`src/hdl/sha256sh_pkg.sv`:
```
// sha256sh_pkg: constants and helper functions for the streaming sha-256 hasher
// holds the initial hash words, the 64 round constants and the sigma functions
// no dependencies
package sha256sh_pkg;

  localparam int unsigned WORD_W   = 32;
  localparam int unsigned HASH_N   = 8;
  localparam int unsigned ROUNDS   = 64;
  localparam int unsigned SCHED_N  = 16;
  localparam int unsigned FILL_W   = 6;
  localparam int unsigned ROUND_W  = 6;
  localparam int unsigned IDX_W    = 3;
  localparam int unsigned LEN_W    = 64;

  localparam logic [7:0] PAD_MARK  = 8'h80;
  localparam logic [FILL_W-1:0] PAD_LIMIT = 6'd56;

  typedef logic [WORD_W-1:0] word_t;

  localparam word_t HASH_INIT [HASH_N] = '{
    32'h6a09e667, 32'hbb67ae85, 32'h3c6ef372, 32'ha54ff53a,
    32'h510e527f, 32'h9b05688c, 32'h1f83d9ab, 32'h5be0cd19
  };

  localparam word_t ROUND_K [ROUNDS] = '{
    32'h428a2f98, 32'h71374491, 32'hb5c0fbcf, 32'he9b5dba5,
    32'h3956c25b, 32'h59f111f1, 32'h923f82a4, 32'hab1c5ed5,
    32'hd807aa98, 32'h12835b01, 32'h243185be, 32'h550c7dc3,
    32'h72be5d74, 32'h80deb1fe, 32'h9bdc06a7, 32'hc19bf174,
    32'he49b69c1, 32'hefbe4786, 32'h0fc19dc6, 32'h240ca1cc,
    32'h2de92c6f, 32'h4a7484aa, 32'h5cb0a9dc, 32'h76f988da,
    32'h983e5152, 32'ha831c66d, 32'hb00327c8, 32'hbf597fc7,
    32'hc6e00bf3, 32'hd5a79147, 32'h06ca6351, 32'h14292967,
    32'h27b70a85, 32'h2e1b2138, 32'h4d2c6dfc, 32'h53380d13,
    32'h650a7354, 32'h766a0abb, 32'h81c2c92e, 32'h92722c85,
    32'ha2bfe8a1, 32'ha81a664b, 32'hc24b8b70, 32'hc76c51a3,
    32'hd192e819, 32'hd6990624, 32'hf40e3585, 32'h106aa070,
    32'h19a4c116, 32'h1e376c08, 32'h2748774c, 32'h34b0bcb5,
    32'h391c0cb3, 32'h4ed8aa4a, 32'h5b9cca4f, 32'h682e6ff3,
    32'h748f82ee, 32'h78a5636f, 32'h84c87814, 32'h8cc70208,
    32'h90befffa, 32'ha4506ceb, 32'hbef9a3f7, 32'hc67178f2
  };

  function automatic word_t big_sig0(input word_t x);
    return {x[1:0], x[31:2]} ^ {x[12:0], x[31:13]} ^ {x[21:0], x[31:22]};
  endfunction

  function automatic word_t big_sig1(input word_t x);
    return {x[5:0], x[31:6]} ^ {x[10:0], x[31:11]} ^ {x[24:0], x[31:25]};
  endfunction

  function automatic word_t small_sig0(input word_t x);
    return {x[6:0], x[31:7]} ^ {x[17:0], x[31:18]} ^ {3'b000, x[31:3]};
  endfunction

  function automatic word_t small_sig1(input word_t x);
    return {x[16:0], x[31:17]} ^ {x[18:0], x[31:19]} ^ {10'b0, x[31:10]};
  endfunction

endpackage

```
`src/hdl/sha256_stream_hasher_unit.sv`:
```
// sha256_stream_hasher_unit: streaming sha-256, one message byte per input transfer
// one shared round unit runs the 64 rounds of each block under a small sequencer
// depends on sha256sh_pkg
//
// channel | dir | tdata                  | tuser           | tlast
// in_     | in  | [7:0] data_byte        | [0] has_byte    | last
// out_    | out | [31:0] digest_word     | [2:0] word_index| last_word
//
// a byte transfer is taken while in_tready is high; a byte that fills the 64-byte
// block adds the 64 rounds in the shared round unit and one hash update
// a last transfer adds the pad bytes (9 to 72), one at a time, and compresses each
// padded block, then eight digest transfers, one per cycle when out_tready is high
// in_tready is low from the first cycle of that work until the eighth word is taken
// synchronous active-low reset returns to the initial hash words with nothing buffered
module sha256_stream_hasher_unit (
  input  logic        clk,
  input  logic        rst_n,
  input  logic        in_tvalid,
  output logic        in_tready,
  input  logic [7:0]  in_tdata,   // [7:0] data_byte
  input  logic        in_tuser,   // [0] has_byte
  input  logic        in_tlast,
  output logic        out_tvalid,
  input  logic        out_tready,
  output logic [31:0] out_tdata,  // [31:0] digest_word
  output logic [2:0]  out_tuser,  // [2:0] word_index
  output logic        out_tlast
);
  import sha256sh_pkg::*;

  localparam logic [2:0] S_IDLE = 3'd0;
  localparam logic [2:0] S_PAD  = 3'd1;
  localparam logic [2:0] S_COMP = 3'd2;
  localparam logic [2:0] S_UPD  = 3'd3;
  localparam logic [2:0] S_OUT  = 3'd4;

  logic [2:0]         state_r, state_nxt;
  logic [FILL_W-1:0]  fill_r, fill_nxt;
  logic [LEN_W-1:0]   cnt_r, cnt_nxt;
  logic               fin_r, fin_nxt;
  logic               mark_r, mark_nxt;
  logic               extra_r, extra_nxt;
  logic               done_r, done_nxt;
  logic [ROUND_W-1:0] rnd_r;
  logic [IDX_W-1:0]   oidx_r;

  word_t sched_r [SCHED_N];
  word_t hs_r [HASH_N];
  word_t wv_r [HASH_N];

  logic        in_fire, out_fire;
  logic        wr_en, is_len, full, start_comp;
  logic [7:0]  wr_byte;
  logic [2:0]  len_sel;
  logic [LEN_W-1:0] bit_len;
  word_t       t1, t2, w_new;

  assign in_tready  = (state_r == S_IDLE);
  assign in_fire    = in_tvalid & in_tready;
  assign out_tvalid = (state_r == S_OUT);
  assign out_fire   = out_tvalid & out_tready;
  assign out_tdata  = hs_r[oidx_r];
  assign out_tuser  = oidx_r;
  assign out_tlast  = (oidx_r == IDX_W'(HASH_N - 1));

  // length bytes go out most significant first at fill 56..63
  assign bit_len = {cnt_r[LEN_W-4:0], 3'b000};
  assign len_sel = ~fill_r[2:0];
  assign is_len  = mark_r & ~extra_r & (fill_r >= PAD_LIMIT);

  always_comb begin
    wr_en   = 1'b0;
    wr_byte = in_tdata;
    if (state_r == S_IDLE) begin
      wr_en = in_fire & in_tuser;
    end else if (state_r == S_PAD) begin
      wr_en = 1'b1;
      if (!mark_r) begin
        wr_byte = PAD_MARK;
      end else if (is_len) begin
        wr_byte = bit_len[{len_sel, 3'b000} +: 8];
      end else begin
        wr_byte = 8'h00;
      end
    end
  end

  assign full       = wr_en & (fill_r == {FILL_W{1'b1}});
  assign start_comp = full;

  // one round of the shared unit
  assign t1 = wv_r[7] + big_sig1(wv_r[4]) + ((wv_r[4] & wv_r[5]) ^ (~wv_r[4] & wv_r[6]))
              + ROUND_K[rnd_r] + sched_r[0];
  assign t2 = big_sig0(wv_r[0])
              + ((wv_r[0] & wv_r[1]) ^ (wv_r[0] & wv_r[2]) ^ (wv_r[1] & wv_r[2]));
  assign w_new = sched_r[0] + small_sig0(sched_r[1]) + sched_r[9] + small_sig1(sched_r[14]);

  always_comb begin
    state_nxt = state_r;
    fill_nxt  = fill_r;
    cnt_nxt   = cnt_r;
    fin_nxt   = fin_r;
    mark_nxt  = mark_r;
    extra_nxt = extra_r;
    done_nxt  = done_r;
    if (wr_en) begin
      fill_nxt = fill_r + 1'b1;
    end
    unique case (state_r)
      S_IDLE: begin
        if (in_fire) begin
          if (in_tuser) begin
            cnt_nxt = cnt_r + 1'b1;
          end
          fin_nxt = in_tlast;
          if (start_comp) begin
            state_nxt = S_COMP;
          end else if (in_tlast) begin
            state_nxt = S_PAD;
          end
        end
      end
      S_PAD: begin
        if (!mark_r) begin
          mark_nxt  = 1'b1;
          extra_nxt = (fill_r > (PAD_LIMIT - 1'b1));
        end
        if (full) begin
          extra_nxt = 1'b0;
          done_nxt  = is_len;
          state_nxt = S_COMP;
        end
      end
      S_COMP: begin
        if (rnd_r == ROUND_W'(ROUNDS - 1)) begin
          state_nxt = S_UPD;
        end
      end
      S_UPD: begin
        if (done_r) begin
          state_nxt = S_OUT;
        end else if (fin_r) begin
          state_nxt = S_PAD;
        end else begin
          state_nxt = S_IDLE;
        end
      end
      S_OUT: begin
        if (out_fire && out_tlast) begin
          state_nxt = S_IDLE;
          cnt_nxt   = '0;
          fin_nxt   = 1'b0;
          mark_nxt  = 1'b0;
          done_nxt  = 1'b0;
        end
      end
      default: begin
        state_nxt = S_IDLE;
      end
    endcase
  end

  always_ff @(posedge clk) begin
    if (!rst_n) begin
      state_r <= S_IDLE;
      fill_r  <= '0;
      cnt_r   <= '0;
      fin_r   <= 1'b0;
      mark_r  <= 1'b0;
      extra_r <= 1'b0;
      done_r  <= 1'b0;
      rnd_r   <= '0;
      oidx_r  <= '0;
      for (int i = 0; i < HASH_N; i++) begin
        hs_r[i] <= HASH_INIT[i];
      end
    end else begin
      state_r <= state_nxt;
      fill_r  <= fill_nxt;
      cnt_r   <= cnt_nxt;
      fin_r   <= fin_nxt;
      mark_r  <= mark_nxt;
      extra_r <= extra_nxt;
      done_r  <= done_nxt;
      if (state_r == S_COMP) begin
        rnd_r <= rnd_r + 1'b1;
      end else begin
        rnd_r <= '0;
      end
      if (state_r == S_UPD) begin
        for (int i = 0; i < HASH_N; i++) begin
          hs_r[i] <= hs_r[i] + wv_r[i];
        end
      end
      if (out_fire) begin
        oidx_r <= oidx_r + 1'b1;
        if (out_tlast) begin
          for (int i = 0; i < HASH_N; i++) begin
            hs_r[i] <= HASH_INIT[i];
          end
        end
      end
    end
  end

  // block bytes land big-endian in the schedule window, which then slides one word per round
  always_ff @(posedge clk) begin
    if (wr_en) begin
      sched_r[fill_r[FILL_W-1:2]][{~fill_r[1:0], 3'b000} +: 8] <= wr_byte;
    end else if (state_r == S_COMP) begin
      for (int i = 0; i < SCHED_N - 1; i++) begin
        sched_r[i] <= sched_r[i+1];
      end
      sched_r[SCHED_N-1] <= w_new;
    end
  end

  always_ff @(posedge clk) begin
    if (start_comp) begin
      for (int i = 0; i < HASH_N; i++) begin
        wv_r[i] <= hs_r[i];
      end
    end else if (state_r == S_COMP) begin
      wv_r[0] <= t1 + t2;
      wv_r[1] <= wv_r[0];
      wv_r[2] <= wv_r[1];
      wv_r[3] <= wv_r[2];
      wv_r[4] <= wv_r[3] + t1;
      wv_r[5] <= wv_r[4];
      wv_r[6] <= wv_r[5];
      wv_r[7] <= wv_r[6];
    end
  end

endmodule
```
`config.mk`:
```
export PLATFORM = sky130hd
export DESIGN_NAME = sha256_stream_hasher_unit
export DESIGN_NICKNAME = d
export VERILOG_FILES = /design/src/hdl/sha256sh_pkg.sv /design/src/hdl/sha256_stream_hasher_unit.sv
export SDC_FILE = /design/constraint.sdc
export NUM_CORES = 2
export LEC_CHECK = 0
export BUFFER_PORTS_ARGS = -buffer_cell sky130_fd_sc_hd__buf_2
export CAP_MARGIN = 0
export CORE_MARGIN = 2
export CORE_UTILIZATION = 39
export DETAILED_ROUTE_END_ITERATION = 8
export PLACE_DENSITY = 0.55
export SYNTH_ARGS = -nofsm -noshare
export SYNTH_HDL_FRONTEND = slang
export SYNTH_SLANG_ARGS = --single-unit
```
`constraint.sdc`:
```
create_clock -name clk -period 16.2 [get_ports clk]
set_input_delay 0.81 -clock clk [delete_from_list [all_inputs] [get_ports clk]]
set_output_delay 0.81 -clock clk [all_outputs]
set_load 0.03 [all_outputs]
```
Yosys cells after proc, flatten, opt, wreduce, memory -nomap -nowiden
Memories as Yosys holds them, arrays and structs flattened. A register that Yosys moved wholly into a read port is not among the register bits.
Cells that the tools add are included.
{"block": "op_classes", "add_sub_neg": 23, "n_mul": 0, "div": 0, "n_lt_le_gt_ge": 3, "n_eq_ne": 14, "shift": 3, "mux": 75, "bitwise_logic": 51, "n_reduce_logical": 12}
{"cell": "32-bit 2-to-1 mux", "count": 29}
{"cell": "32-bit adder", "count": 18}
{"cell": "32-bit XOR", "count": 9}
{"cell": "64-bit 2-to-1 mux", "count": 3}
{"cell": "32-bit bitwise AND", "count": 5}
{"cell": "64-bit one-hot mux with 2 select lines", "count": 1}
{"cell": "64-bit by 1-bit adder with 64-bit output (second input constant)", "count": 1}
{"cell": "64-bit by 7-bit variable part select with 8-bit output", "count": 1}
{"cell": "8-bit 2-to-1 mux", "count": 4}
{"cell": "32-bit inverter", "count": 1}
{"cell": "32-bit OR reduction", "count": 1}
{"cell": "8-bit by 7-bit variable shift with 32-bit output (first input constant)", "count": 1}
{"cell": "8-bit by 7-bit variable part select with 32-bit output", "count": 1}
{"cell": "32-bit by 22-bit XOR with 32-bit output", "count": 1}
{"cell": "32-bit by 29-bit XOR with 32-bit output", "count": 1}
{"cell": "3-bit 2-to-1 mux", "count": 9}
{"cell": "1-bit 2-to-1 mux", "count": 24}
{"cell": "1-bit OR", "count": 24}
{"cell": "3-bit one-hot mux with 5 select lines", "count": 1}
{"cell": "6-bit by 1-bit adder with 6-bit output (second input constant)", "count": 2}
{"cell": "6-bit == test (second input constant)", "count": 2}
{"cell": "2-bit by 1-bit inequality test with 1-bit output (second input constant)", "count": 4}
{"cell": "7-bit >= comparator (second input constant)", "count": 1}
{"cell": "5-bit negation with 7-bit output", "count": 1}
{"cell": "other kinds (22)", "count": 36}
{"block": "totals", "ff_bits": 86, "latchBits": 0, "ram_bits": 1024, "romBits": 2048, "out_inout_bits": 38, "wordCells": 194, "memories": 4}
{"memory": "(name not given)", "words": 64, "word_bits": 32, "rd": 1, "rd_ports_with_merged_regs": 0, "write_ports": 0, "line_no": "sha256_stream_hasher_unit.sv:93", "source": "+ ROUND_K[rnd_r] + sched_r[0];"}
{"memory": "sched_r", "words": 16, "word_bits": 32, "rd": 16, "rd_ports_with_merged_regs": 0, "write_ports": 16, "line_no": "sha256_stream_hasher_unit.sv:47", "source": "word_t sched_r [SCHED_N];"}
{"memory": "hs_r", "words": 8, "word_bits": 32, "rd": 9, "rd_ports_with_merged_regs": 1, "write_ports": 8, "line_no": "sha256_stream_hasher_unit.sv:48", "source": "word_t hs_r [HASH_N];"}
{"memory": "wv_r", "words": 8, "word_bits": 32, "rd": 8, "rd_ports_with_merged_regs": 0, "write_ports": 8, "line_no": "sha256_stream_hasher_unit.sv:49", "source": "word_t wv_r [HASH_N];"}

Depth between registers and ports, before layout
{"block": "logic_depth", "word_depth": 9, "depth_mapped": 43}

Least setup slack after synthesis
Ideal clock, no wire load.
{"block": "synth_path", "path_kind": "register to register", "start": "register rnd_r[1]", "end": "memory wv_r[0][31] (netlist name), data pin", "setup_time_ns": 0.145, "arrival_time_ns": 8.827, "setup_slack_ns": 7.228, "stages_incl_launch_ff": 38, "path_buffers": 2, "synth_period_minus_slack_ns": 8.972, "cell_sequence": "dfxtp_1 -> clkbuf_1 -> inv_1 -> ha_1 -> clkbuf_1 -> o21ai_0 -> a221oi_1 -> o22ai_1 -> a21o_1 -> fa_1 -> fa_1 -> inv_1 -> fa_1 -> inv_1 -> ha_1 -> a21o_1 -> a21o_1 -> a21o_1 -> [2 not listed] -> a21o_1 -> a21oi_1 -> xnor2_1 -> inv_1 -> fa_1 -> inv_1 -> ha_1 -> and3_1 -> a31oi_1 -> o211ai_1 -> a21oi_1 -> o21bai_1 -> o41a_1 -> a311o_1 -> a221o_1 -> a21oi_1 -> xnor3_1 -> o21ai_1"}
{"item": "start: declaration", "line_no": "sha256_stream_hasher_unit.sv:44", "source": "logic [ROUND_W-1:0] rnd_r;"}
{"item": "start signal: assignment", "line_no": "sha256_stream_hasher_unit.sv:186", "source": "rnd_r <= rnd_r + 1'b1;"}
{"item": "end: declaration", "line_no": "sha256_stream_hasher_unit.sv:49"}

==> metrics.txt <==
Lkg Pwr=34.2 nW; f_max=0.0888 GHz; CP required=16860 ps; Synth Instances=7052; Async SR Flop Fraction=0; antenna violations before repair=7; CTS tree=done; Final Hold Slack=269 ps; area delta synth->final=10.1%; Reg area=31200 um2; wire per inst=25.6 um; largest cells by area after synthesis=edfxtp_1 37%, a21o_1 7.2%, ha_1 6.8%, dfxtp_1 5.9%, fa_1 5.4%; wire length of the first global-routing pass=360 mm; Detail Placement HPWL=184 mm; crit start category=flip-flop; total wire length=245 mm; die width=436 um; most frequent cells in the layout=896 x edfxtp_1, 838 x nand2_1, 699 x a21o_1; Residual DRC=0; Die Ht=436 um; period utilization=0.695; DRT iter0 DRCs=5445; PwrDens=117 nW/um2; vias in the first global route=52378; clk sinks=1110; Total GRT Usage=0.253; clk root buf=clkbuf_16; unrepaired setup endpoints after global routing=false; Mapped Area=72900 um2; clk_lat worst skew=850 ps; biggest fanout along the worst timing path=16; max-slew violation count=0; Post-synth EDFFs=896; Slowest Stage Delay on Critical Path=940 ps; CTS Hold Bufs=0; via count=54763; sum of negative setup slack=0 ps; Final Skew=71.8 ps; IO Port Bufs=51; Slew headroom=0.0733; Vias/cell=5.72; synth unique cells=87; area share of the largest cell type after synthesis=0.369; Critical Path Slowest Stage Cell=a221oi_1; Std-Cell Rows=158; Slew @ Worst Pin=1380 ps; crit end category=flip-flop; highest routed layer=met5; initial core utilization=0.393; max cap viols=0; remaining global-route overflow=0; #FFs+latches synth=1110; DRT Pass-1 Iters=6; dominant synthesized flop cell=edfxtp_1; filler cell count=17694; routability cong.=0.966; post-layout min period=11260 ps; routed wl met3=16.5 mm; io pins=52; Util after Layout=0.432; post-route ant nets=0; final net count=7595; CTS resizes=0; worst path arrival time=11920 ps; Metal-1 WL=114 mm; final instance area=80200 um2; Num CTS Buffers=134; run status=complete, no violations; Placed Area=75900 um2; largest net degree at the start of global routing=224; die area=190000 um2; Syn Nets=7659; critical path class=reg2reg; post-synthesis sequential area ratio=0.428; maximum clock path buffer count=3; Fin. Hold Viols=0; most frequent CP cell=inv_1; multi-input logic area=39100 um2; syn avg cell area=10.3 um2; worst IR drop on VDD=115 uV; CTS H-tree depth=4; Syn. warnings=0; Final setup viols=0; Clk pin slew, worst setup/hold paths=60 ps; hold crit path type=in2reg; setup bufs post-CTS=0; DR WL met2=108 mm; Core ar.=186000 um2; commonest non-fill, non-tap cell in the layout=edfxtp_1; Synth area leader=edfxtp_1; share of layout cells above drive strength 1=0.0884
==> Yosys cell counts (10+ instances only) <==
library cell	count
edfxtp_1	896
nand2_1	841
a21o_1	699
o21ai_0	415
a21oi_1	402
ha_1	398
nor2_1	385
xnor2_1	382
inv_1	340
clkbuf_1	335
xor2_1	259
dfxtp_1	214
fa_1	195
nand3_1	121
mux2_2	120
nor3_1	85
mux4_2	84
nand2b_1	66
o21a_1	61
a31oi_1	53
o211ai_1	51
nor2b_1	49
and3_1	44
o21bai_1	42
a211oi_1	40
buf_1	38
nand4_1	38
o22ai_1	33
mux2i_1	32
and2_1	28
o31ai_1	24
or3_1	23
and4_1	18
a311oi_1	13
a21boi_0	12
or2_2	12
a221oi_1	11
nand3b_1	11
a22oi_1	10
o311ai_0	10
o31a_1	10
==> power by group <==
| part | internal [W] | switching, W | total [W] |
|---|---|---|---|
| clock | 0.00171 | 0.00131 | 0.00302 |
| combinational | 0.00127 | 0.00185 | 0.00312 |
| sequential | 0.00318 | 0.0000697 | 0.00325 |
==> cell families (layout without fill, tap and decap cells) <==
family | after synthesis | in the layout | share of synthesized area
flops | 1110 | 1110 | 0.428
fa+ha+maj | 597 | 597 | 0.122
other cells | 0 | 3 | 0
mux | 236 | 236 | 0.0489
buf+inv | 717 | 758 | 0.0371
compound gates | 1994 | 1994 | 0.179
simple gates | 1756 | 1756 | 0.107
xor+xnor | 642 | 642 | 0.0773
==> layout make-up <==
cell class / instances / area share
Timing Repair Buffer: 177 / 0.0153
Sequential cell: 1110 / 0.389
Clock inverter: 58 / 0.00825
Antenna cell: 3 / 0.0000936
Tap cell: 2480 / 0.0387
Inverter: 340 / 0.0159
Multi-Input combinational cell: 5225 / 0.487
Clock buffer: 183 / 0.0460
==> registers in the layout (all words and copies together), names as in the netlist, 3 cells and up, named ones only <==
| name | flops |
|---|---|
| cnt_r | 61 |
| fill_r | 6 |
| hs_r | 256 |
| out_tuser | 3 |
| rnd_r | 6 |
| sched_r | 512 |
| state_r | 3 |
| wv_r | 256 |
==> worst paths after layout <==
check / from / endpoint / slack, ps / cells past startpoint
setup / recovery: rnd_r[0]$_SDFF_PN0_ / wv_r[0][31]$_DFFE_PP_ / 4940 / 39
setup reg to reg: rnd_r[0]$_SDFF_PN0_ / wv_r[0][31]$_DFFE_PP_ / 4940 / 39
hold / removal: in_tvalid / fin_r$_SDFFE_PN0P_ / 270 / 3
hold reg to reg: fin_r$_SDFFE_PN0P_ / fin_r$_SDFFE_PN0P_ / 480 / 2
==> worst max-delay path: cells and delay by family, from the launching register on <==
| kind | cells | cell delay [ps] |
|---|---|---|
| xor gates and xnor gates | 2 | 430 |
| buffers and inverters | 6 | 760 |
| adders and majority gates | 8 | 3520 |
| AOI/OAI and AO/OA | 16 | 4500 |
| and+or+nand+nor | 7 | 1050 |
| DFF | 1 | 810 |
==> metrics by stage <==
stage | total power (W) | worst slack (ps) | instances
2_1_floorplan | 0.00554 | 7230 | 7052
3_3_place_gp | 0.00637 | 5380 | 9332
3_5_place_dp | 0.00638 | 5390 | 9332
4_1_cts | 0.00945 | 5320 | 9573
5_1_grt | 0.00991 | 4510 | 9573
6_report | 0.00939 | 4940 | 9576
==> per-layer routing <==
layer  global-route usage  vias up
met5                    0        -
li1                     -    25278
met1                0.369    27445
met4               0.0722        6
met3               0.0462      291
met2                0.381     1743
Power figures use the tool's default switching activity.
